[config.mk]
export PLATFORM = sky130hd
export DESIGN_NAME = alu32_div_cell
export DESIGN_NICKNAME = d
export VERILOG_FILES = /design/src/hw/rtl/alu32_pkg.sv /design/src/hw/rtl/alu32_div_cell.sv
export SDC_FILE = /design/constraint.sdc
export NUM_CORES = 1
export LEC_CHECK = 0
export ABC_CLOCK_PERIOD_IN_PS = 10000
export BUFFER_PORTS_ARGS = -buffer_cell sky130_fd_sc_hd__clkbuf_2
export CORE_MARGIN = 4
export CORE_UTILIZATION = 45
export CTS_BUF_LIST = sky130_fd_sc_hd__clkbuf_8
export DETAILED_ROUTE_END_ITERATION = 12
export PLACE_DENSITY = 0.76
export SYNTH_ARGS = -nofsm -noshare
export SYNTH_HDL_FRONTEND = slang
export SYNTH_SLANG_ARGS = --single-unit
[constraint.sdc]
create_clock -name aclk -period 10 [get_ports aclk]
set_input_delay 2 -clock aclk [delete_from_list [all_inputs] [get_ports aclk]]
set_output_delay 2 -clock aclk [all_outputs]
set_load 0.05 [all_outputs]
[src/hw/rtl/alu32_pkg.sv]
`timescale 1ns / 1ps
// ----------------------------------------------------------------------------
// alu32_pkg
// Shared action codes, widths and the word carried along the cell chain.
// ----------------------------------------------------------------------------
package alu32_pkg;

    localparam int unsigned DataW  = 32;
    localparam int unsigned NCells = DataW;

    typedef enum logic [4:0] {
        ACT_AND    = 5'd0,
        ACT_OR     = 5'd1,
        ACT_XOR    = 5'd2,
        ACT_BITCLR = 5'd3,
        ACT_ADD    = 5'd4,
        ACT_ADDC   = 5'd5,
        ACT_SUB    = 5'd6,
        ACT_SUBB   = 5'd7,
        ACT_RSB    = 5'd8,
        ACT_RSBB   = 5'd9,
        ACT_LLS    = 5'd10,
        ACT_RLS    = 5'd11,
        ACT_ARS    = 5'd12,
        ACT_ROTL   = 5'd13,
        ACT_ROTR   = 5'd14,
        ACT_MUL    = 5'd15,
        ACT_SMUL   = 5'd16,
        ACT_DIV    = 5'd17,
        ACT_SDIV   = 5'd18
    } action_t;

    // One word in flight. For a divide, quo holds the dividend bits still to
    // shift in plus the quotient bits made so far; otherwise it is the result.
    typedef struct packed {
        logic             valid;
        logic             is_div;
        logic             neg_q;
        logic             neg_r;
        logic [DataW-1:0] quo;
        logic [DataW-1:0] rem;
        logic [DataW-1:0] dvs;
        logic [DataW-1:0] hi;
        logic             hv;
        logic             wr;
        logic             cy;
        logic             ov;
        logic             dz;
    } stage_t;

endpackage

[src/hw/rtl/alu32_div_cell.sv]
`timescale 1ns / 1ps
// ----------------------------------------------------------------------------
// alu32_div_cell
// One link of the chain: register the word and, for a divide, make one
// restoring quotient bit. Other words pass unchanged.
// ----------------------------------------------------------------------------
module alu32_div_cell (
    input  logic              aclk,
    input  logic              aresetn,
    input  logic              advance,
    input  alu32_pkg::stage_t stage_in,
    output alu32_pkg::stage_t stage_out
);
    localparam int unsigned W = alu32_pkg::DataW;

    alu32_pkg::stage_t stage_reg;
    alu32_pkg::stage_t stage_next;
    logic [W:0]        part;
    logic [W:0]        trial;

    always_comb begin
        stage_next = stage_in;
        part       = {stage_in.rem, stage_in.quo[W-1]};
        trial      = part - {1'b0, stage_in.dvs};
        if (stage_in.is_div) begin
            if (!trial[W]) begin
                stage_next.rem = trial[W-1:0];
            end else begin
                stage_next.rem = part[W-1:0];
            end
            stage_next.quo = {stage_in.quo[W-2:0], ~trial[W]};
        end
    end

    always_ff @(posedge aclk) begin
        if (!aresetn) begin
            stage_reg.valid <= 1'b0;
        end else if (advance) begin
            stage_reg <= stage_next;
        end
    end

    assign stage_out = stage_reg;

endmodule

# Yosys cells after proc, flatten, opt, wreduce, memory -nomap -nowiden
# Index checks and enable logic that the tools add are counted.
[totals]
word_cells = 18
input_bits = 140
regBits = 137
output_inout_bits = 137
[classes]
bitwise = 1
reduce_logical = 1
mux = 2
n_addsub = 1
[op_table]
columns = ["cell", "n"]
rows = [
  ["$mux 64", 1],
  ["$sub 33x32->33", 1],
  ["$mux 32", 1],
  ["$reduce_and 2->1", 1],
  ["$not 1->1", 1],
]

# Logic depth before layout (Yosys ltp)
# Gate-level depths: netlist of run 1.
[depth]
ltp_word = 3
mapped_depth = 14
mapped_depth_nobuf = 12

# Worst setup path before layout of run 1
# OpenSTA, ideal clock, no wires.
[synth_path]
path_type = "input -> register"
startpoint = "input port advance"
endpoint = "register stage_reg, in the netlist stage_out[0], enable pin"
path_stages = 1
path_buffers = 0
arrival_ps = 5111
setup_time_ps = 511
slack_ps = 4378
required_ps = 9489
cell_sequence = "and2_1"
[synth_via]
elab_chain_cells = 1
[synth_lines]
columns = ["item", "line_no", "rtl"]
rows = [
  ["start, declared", "alu32_div_cell.sv:10", "input logic advance,"],
  ["$reduce_and 2->1 (no line)", "n/a", ""],
  ["end signal, assigned", "alu32_div_cell.sv:39", "stage_reg <= stage_next;"],
  ["end, declared", "alu32_div_cell.sv:16", "alu32_pkg::stage_t stage_reg;"],
]
# No other way between the ends.
# A chain may end at the register's enable or synchronous reset.

==> results_dict.tcl, run 1 <==
set metrics [dict create \
    status "complete, no violations" \
    internal-power_w 0.00102 \
    slew_headroom 0.352 \
    route.detailed.wl_per_inst_um 16.6 \
    starting_density_of_the_core 0.461 \
    antenna_fix_cells 0 \
    finalWirelength_um 17800 \
    clk_latency_ns 0.44 \
    cts_max_level 4 \
    cts_tree "built" \
    ioPinCount 277 \
    finalClockSkew_ns 0 \
    dieWidth_um 133 \
    setup_violations 0 \
    placementRows 45 \
    critPathBufInv 3 \
    max_freq_mhz 199 \
    initial_drc_count 264 \
    crit_path_top_delay_cell "buf_4" \
    grt_pass1_wl_um 27700 \
    num_vias 5458 \
    post_synth_edffs 136 \
    total_die_area_um2 17800 \
    number_of_i_o_port_buffers 276 \
    top_cell_by_count_worst_path "a21oi_2" \
    clock_tree_buffer_depth 2 \
    final_net_count 1021 \
    largest_register_ff_count 137 \
    vias_per_cell 5.09 \
    vdd_drop_max_mv 0.0865 \
    sequentialPowerShare 0.442 \
    netlist_area_um2 7070 \
    power.density_cell_area_nw_per_um2 174 \
    gp_congestion 0.861 \
    syn-instance-count 568 \
    required_worst_endpoint_ns 10.30 \
    clkSinkCount 137 \
    min_period_over_period 0.501 \
    num-fill-cells 1276 \
    areaGrowthSynthToFinish_pct 28.0 \
    antenna_found_initial 0 \
    worstReg2RegStart "stage_out[136]" \
    end_kind "flip-flop" \
    drt_pre_antenna_iters 5 \
    drtAntennaViolNets 0 \
    drv_slew 0 \
    post_cts.repair.setup_buffers 0 \
    cts.repair.resized 0 \
    power_switching_w 0.000550 \
    hold_path.startpoint "stage_out[136]" \
    cts_buffers 17 \
    timing.critical_path.max_delay_family "compound AO/OA/AOI/OAI gates" \
    synth_nets 741 \
    dp.final_hpwl_um 13500 \
    cts-hold-fix-buffers 0 \
    min_path_type "reg -> reg" \
    worst_slew_pin_slew_ns 0.971 \
    crit_path_start_kind "primary input" \
    swShare 0.350 \
    max_stage_delay_ns 0.51 \
    max_cap_violations 0 \
    grt_setup_unrepaired "no" \
    layout_common_cells "clkbuf_2, edfxtp_1, a21oi_1" \
    clock-root-buffer "clkbuf_8" \
    grt-ovfl-total 0 \
    post-route-drc-count 0 \
    synth_sequential_area_ratio 0.581 \
    worst_setup_hold_path_clk_slew_ns 0.08 \
    ys_types 57 \
    finalCriticalPeriod_ns 5.01 \
    critical_path.startpoint "stage_in[132]" \
    grt_usage 0.197 \
    cellLeakagePower_nw 4.06 \
    critPathKind "in -> reg" \
    ys_async_sr_fraction 0 \
    combinationalPowerShare 0.271 \
    syn_avg_cell_area_um2 12.4 \
    placed_cells_incl_taps 1040 \
    via_count_of_the_first_global_routing_pass 5456 \
    synth_top_flop_cell "edfxtp_1" \
    power.share.clock 0.287 \
    stdcell_count 1072 \
    layout_commonest_cell "clkbuf_2" \
    cp_data_arrival_time_ns 5.32 \
    fin_worst_hold_slack_ns 0.531 \
    hold_viol_final 0 \
    postSynthRegisterBits 137 \
    crit_chain "clkbuf_2 > inv_1 > ha_1 > fa_1 > nand2b_1 > a21oi_2 > o2111ai_2 > a311oi_2 > o22a_2 > a311oi_4 > xnor2_4 > buf_4 > mux2_4 > a21oi_2" \
    timing.setup.tns_ns 0 \
    critical_path_peak_fanout 38 \
    synth-warning-count 0 \
    largest_net_degree_at_the_start_of_global_routing 73 \
    coreArea_um2 15300 \
    die_height_um 133 \
    post_route_cells_drive_above_1_share 0.418 \
]
worst paths after layout:
check	cells past startpoint	slack, ns	end
setup / recovery	14	4.99	stage_out[69]
hold / removal	2	0.53	stage_out[136]
setup reg to reg	2	9.41	stage_out[136]
hold reg to reg	2	0.53	stage_out[136]
synthesized netlist by cell type (5+ instances only):
cell type | count | area, µm²
edfxtp_1 | 136 | 4080
inv_1 | 52 | 195
mux2_2 | 31 | 349
mux2i_1 | 24 | 240
xor2_1 | 7 | 61.3
a21oi_2 | 5 | 43.8
nor2_1 | 47 | 176
nand2b_1 | 7 | 43.8
clkbuf_1 | 14 | 52.6
ha_1 | 32 | 400
nand2_1 | 29 | 109
and3_1 | 5 | 31.3
a21o_1 | 10 | 75.1
nand3_1 | 5 | 25.0
xnor2_1 | 17 | 149
a21oi_1 | 54 | 270
o21ai_0 | 19 | 95.1
cell families (layout without fill, tap and decap cells):
logic type               count (synthesis)  count (layout)  synth area share
AO/OA/AOI/OAI                          125             125             0.118
buffers and inverters                   70             363            0.0409
flip-flops                             137             137             0.581
adder cells (fa/ha/maj)                 33              33            0.0595
AND/OR/NAND/NOR                        121             121            0.0808
multiplexers                            57              57            0.0877
XOR/XNOR                                25              25            0.0321
worst min-delay path, delay by kind of cell (launching register included):
family / cells / cell delay (ns)
and+or+nand+nor: 1 / 0.06
muxes: 1 / 0.12
DFF: 1 / 0.32
area by class of cell:
cell class	instances	area [µm²]	area share
clock buffers	17	234	0.0259
multi-input cells	361	2690	0.297
repair buffers	279	1410	0.155
flip-flops and latches	137	4100	0.454
inverters	52	195	0.0216
well taps	211	264	0.0292
clock inverters	15	155	0.0172
per-layer routing:
metal | track usage | vias to the layer above | wire [µm]
met5 | 0 | - | 0
met4 | 0.0657 | 0 | 260
met3 | 0.0604 | 20 | 1560
met2 | 0.355 | 231 | 9050
met1 | 0.222 | 2537 | 6970
li1 | - | 2670 | -
power groups by stage:
stage	registers [W]	clock network, W	logic [W]
floorplan	0.000857	0	0.000171
global placement	0.000707	0	0.000420
detailed placement	0.000708	0	0.000427
CTS	0.000695	0.000465	0.000428
global route	0.000698	0.000491	0.000457
finish	0.000694	0.000452	0.000426
through the flow:
step | total power (W) | utilization | area (µm²) | worst slack (ns)
2_1_floorplan | 0.00103 | - | 7070 | 4.38
3_3_place_gp | 0.00113 | 0.565 | 8660 | 4.57
3_5_place_dp | 0.00113 | 0.565 | 8660 | 4.48
4_1_cts | 0.00159 | 0.591 | 9040 | 4.98
5_1_grt | 0.00165 | 0.591 | 9040 | 4.76
6_report | 0.00157 | 0.591 | 9040 | 4.99
No activity file was read; power rests on OpenSTA's default activity.
==> inputs of run 2 (changes only) <==
--- a/config.mk
+++ b/config.mk
@@ -5,13 +5,14 @@
 export SDC_FILE = /design/constraint.sdc
 export NUM_CORES = 1
 export LEC_CHECK = 0
-export ABC_CLOCK_PERIOD_IN_PS = 10000
+export ABC_AREA = 1
+export ABC_CLOCK_PERIOD_IN_PS = 4000
 export BUFFER_PORTS_ARGS = -buffer_cell sky130_fd_sc_hd__clkbuf_2
 export CORE_MARGIN = 4
 export CORE_UTILIZATION = 45
 export CTS_BUF_LIST = sky130_fd_sc_hd__clkbuf_8
 export DETAILED_ROUTE_END_ITERATION = 12
-export PLACE_DENSITY = 0.76
+export PLACE_DENSITY = 0.77
 export SYNTH_ARGS = -nofsm -noshare
 export SYNTH_HDL_FRONTEND = slang
 export SYNTH_SLANG_ARGS = --single-unit
==> constraint.sdc (replaced) <==
create_clock -name aclk -period 4 [get_ports aclk]
set_input_delay 0.8 -clock aclk [delete_from_list [all_inputs] [get_ports aclk]]
set_output_delay 0.8 -clock aclk [all_outputs]
set_load 0.05 [all_outputs]
==> run 2 against run 1 <==
Effect of this change:
- cell count increased by 43%
- sequential share of layout area shrank 4.9 points
- sequential power is 150% higher
- first-iteration DRC count rose by 60%
- clock skew unchanged
- utilization decreased by 1.0 points
- power increased to 2.6 times the previous value
- via count up 34%
- clock-buffer cell count did not move
- cell area up 12%
- worst setup slack worse by 3.9 ns
- critical path type unchanged
- largest cell class unchanged
==> results_dict.tcl, run 2 <==
set metrics [dict create \
    complex_gate_fraction_of_the_synthesized_area 0.0339 \
    total_power_of_the_final_layout_w 0.00411 \
    dominant_combinational_cell_family_by_area_after_synthesis "simple AND/OR/NAND/NOR gates" \
    num-fill-cells 1633 \
    multi_input_area_um2 3150 \
    grt_usage 0.227 \
    ioPinCount 277 \
    post_synth_edffs 136 \
    clock-root-buffer "clkbuf_8" \
    detailed_place.area_um2 9710 \
    postSynthRegisterBits 137 \
    placementRows 48 \
    min_path_type "in -> reg" \
    finalCriticalPeriod_ns 2.95 \
    setup_violations 0 \
    status "complete, no violations" \
    vias_per_cell 4.78 \
    antenna_fix_cells 0 \
    crit_chain "clkbuf_2 > inv_1 > ha_1 > fa_1 > inv_1 > nand2_1 > nand2_1 > nand3_1 > nand2_2 > nand2_1 > nand2_2 > nand2_1 > nand2_1 > nand2_2 > nand2_4 > nand2_1 > nand3_1 > nand2_1" \
    dp.final_hpwl_um 18400 \
    synth-adder-area-share 0.0517 \
    synth_top_flop_cell "edfxtp_1" \
    layout_common_cells "nand2_1, clkbuf_2, inv_1" \
    ff_latch_area_um2 4100 \
    drtAntennaViolNets 0 \
    max_stage_delay_ns 0.41 \
    synth-warning-count 0 \
    areaGrowthSynthToFinish_pct 24.8 \
    syn-instance-count 1016 \
    cts-hold-fix-buffers 0 \
    worstReg2RegStart "stage_out[136]" \
    synth.top_cells.by_area "edfxtp_1, nand2_1, inv_1, ha_1, nand3_1" \
    post_synth_most_frequent_cells "nand2_1, inv_1, edfxtp_1" \
    power.density_cell_area_nw_per_um2 406 \
    grt_setup_unrepaired "no" \
    largest_net_degree_at_the_start_of_global_routing 76 \
    ys_async_sr_fraction 0 \
    drv_slew 0 \
    hold_viol_final 0 \
    synth_sequential_area_ratio 0.505 \
    synth_nets 1189 \
    drt_pre_antenna_iters 5 \
    critical_path_peak_fanout 33 \
    total_die_area_um2 20300 \
    final_net_count 1466 \
    required_worst_endpoint_ns 4.19 \
    hold_path.startpoint "stage_in[1]" \
    crit_path_start_kind "primary input" \
    ys_types 29 \
    post_route_cells_drive_above_1_share 0.251 \
    cts.repair.resized 0 \
    cts_tree "built" \
    die_height_um 142 \
    slew_headroom 0.320 \
    end_kind "flip-flop" \
    crit_path_top_delay_cell "fa_1" \
    finalWirelength_um 23200 \
    timing.setup.tns_ns 0 \
    top_cell_by_count_worst_path "nand2_1" \
    worst_slew_pin_slew_ns 1.02 \
    number_of_i_o_port_buffers 276 \
    finalClockSkew_ns 0 \
    yosys_top_cell_area_share 0.503 \
    synth_largest_area_cell "edfxtp_1" \
    cts_max_level 4 \
    fin_worst_hold_slack_ns 0.527 \
    largest_register_ff_count 137 \
    grt-ovfl-total 0 \
    via_count_of_the_first_global_routing_pass 7115 \
    coreArea_um2 17500 \
    cp_data_arrival_time_ns 3.14 \
    grt_pass1_wl_um 36200 \
    critPathKind "in -> reg" \
    critical_path.startpoint "stage_in[132]" \
    route.detailed.wl_per_inst_um 15.1 \
    max_cap_violations 0 \
    fin_util 0.580 \
    timing.critical_path.max_delay_family "simple AND/OR/NAND/NOR gates" \
    yosysMostFrequentCell "nand2_1" \
    netlist_area_um2 8120 \
    antenna_found_initial 0 \
    layout_commonest_cell "nand2_1" \
    min_period_over_period 0.738 \
    starting_density_of_the_core 0.465 \
    synthSimpleGateAreaFrac 0.285 \
    final_design_area_no_fill_um2 10100 \
    cts_buffers 17 \
    clk_latency_ns 0.44 \
    syn_avg_cell_area_um2 8.00 \
    clock_tree_buffer_depth 2 \
    dieWidth_um 142 \
    critPathBufInv 3 \
    cellLeakagePower_nw 5.43 \
    worst_setup_hold_path_clk_slew_ns 0.09 \
    num_vias 7323 \
    gp_congestion 0.955 \
    post_synth_xor_xnor_area 0.0162 \
    post-route-drc-count 0 \
    max_freq_mhz 339 \
    synth_mux_area_frac 0 \
    post_cts.repair.setup_buffers 0 \
    vdd_drop_max_mv 0.216 \
    initial_drc_count 422 \
    clkSinkCount 137 \
]
==> run 2: cell types whose count changed in the layout (fill, tap and decap cells not counted), moves of 13 or more <==
cell,before,now
nand2_1,29,411
inv_1,52,199
nand3_1,5,58
a21oi_1,54,20
mux2_2,31,0
mux2i_1,24,0
nand3b_1,4,23
nor2_1,47,34
o21ai_0,19,32
==> run 2: worst register-to-register path: cells and delay by family, from the launching register on <==
kind,cells,cell delay [ns]
flip-flops,1,0.31
AO/OA/AOI/OAI,2,0.20
==> run 2: cell families (layout without fill, tap and decap cells) <==
logic type,count (synthesis),in the layout
AO/OA/AOI/OAI,54,54
XOR/XNOR,15,15
adder cells (fa/ha/maj),33,33
buffers and inverters,223,513
flip-flops,137,137
AND/OR/NAND/NOR,554,554
==> run 2: final timing paths <==
| kind | to | slack, ns | depth (start not counted) |
|---|---|---|---|
| worst max-delay path | stage_out[76] | 1.05 | 18 |
| worst min-delay path | stage_out[1] | 0.53 | 1 |
| worst max register to register | stage_out[136] | 3.38 | 2 |
| worst min register to register | stage_out[136] | 0.55 | 2 |
==> run 2: area by class of cell <==
class,instances,area share
inverter,201,0.0749
sequential,137,0.405
tap,225,0.0278
timing repair buffer,280,0.140
clock inverter,15,0.0188
clock buffer,17,0.0231
multi-input combinational,656,0.310
==> run 2: metal layers <==
layer  wire [µm]  GRT usage  vias to the layer above  part of all wire
met5           0          0                        -                 0
met4         570     0.0665                        0             0.025
met3        1700     0.0524                       35             0.073
met2       11800      0.417                      280              0.51
met1        9070      0.264                     3266              0.39
li1            -          -                     3742                 -
==> run 2: where the power goes <==
part / switching, W / leakage, nW / internal, W
registers: 0.0000281 / 1.27 / 0.00170
clock network: 0.000590 / 0.212 / 0.000632
logic: 0.000850 / 3.94 / 0.000310
==> run 2: metrics by stage <==
stage	worst slack (ns)	std cells
6_report	1.05	1531
5_1_grt	0.842	1531
4_1_cts	1.07	1531
3_5_place_dp	0.621	1499
3_3_place_gp	0.710	1499
2_1_floorplan	0.0566	1016
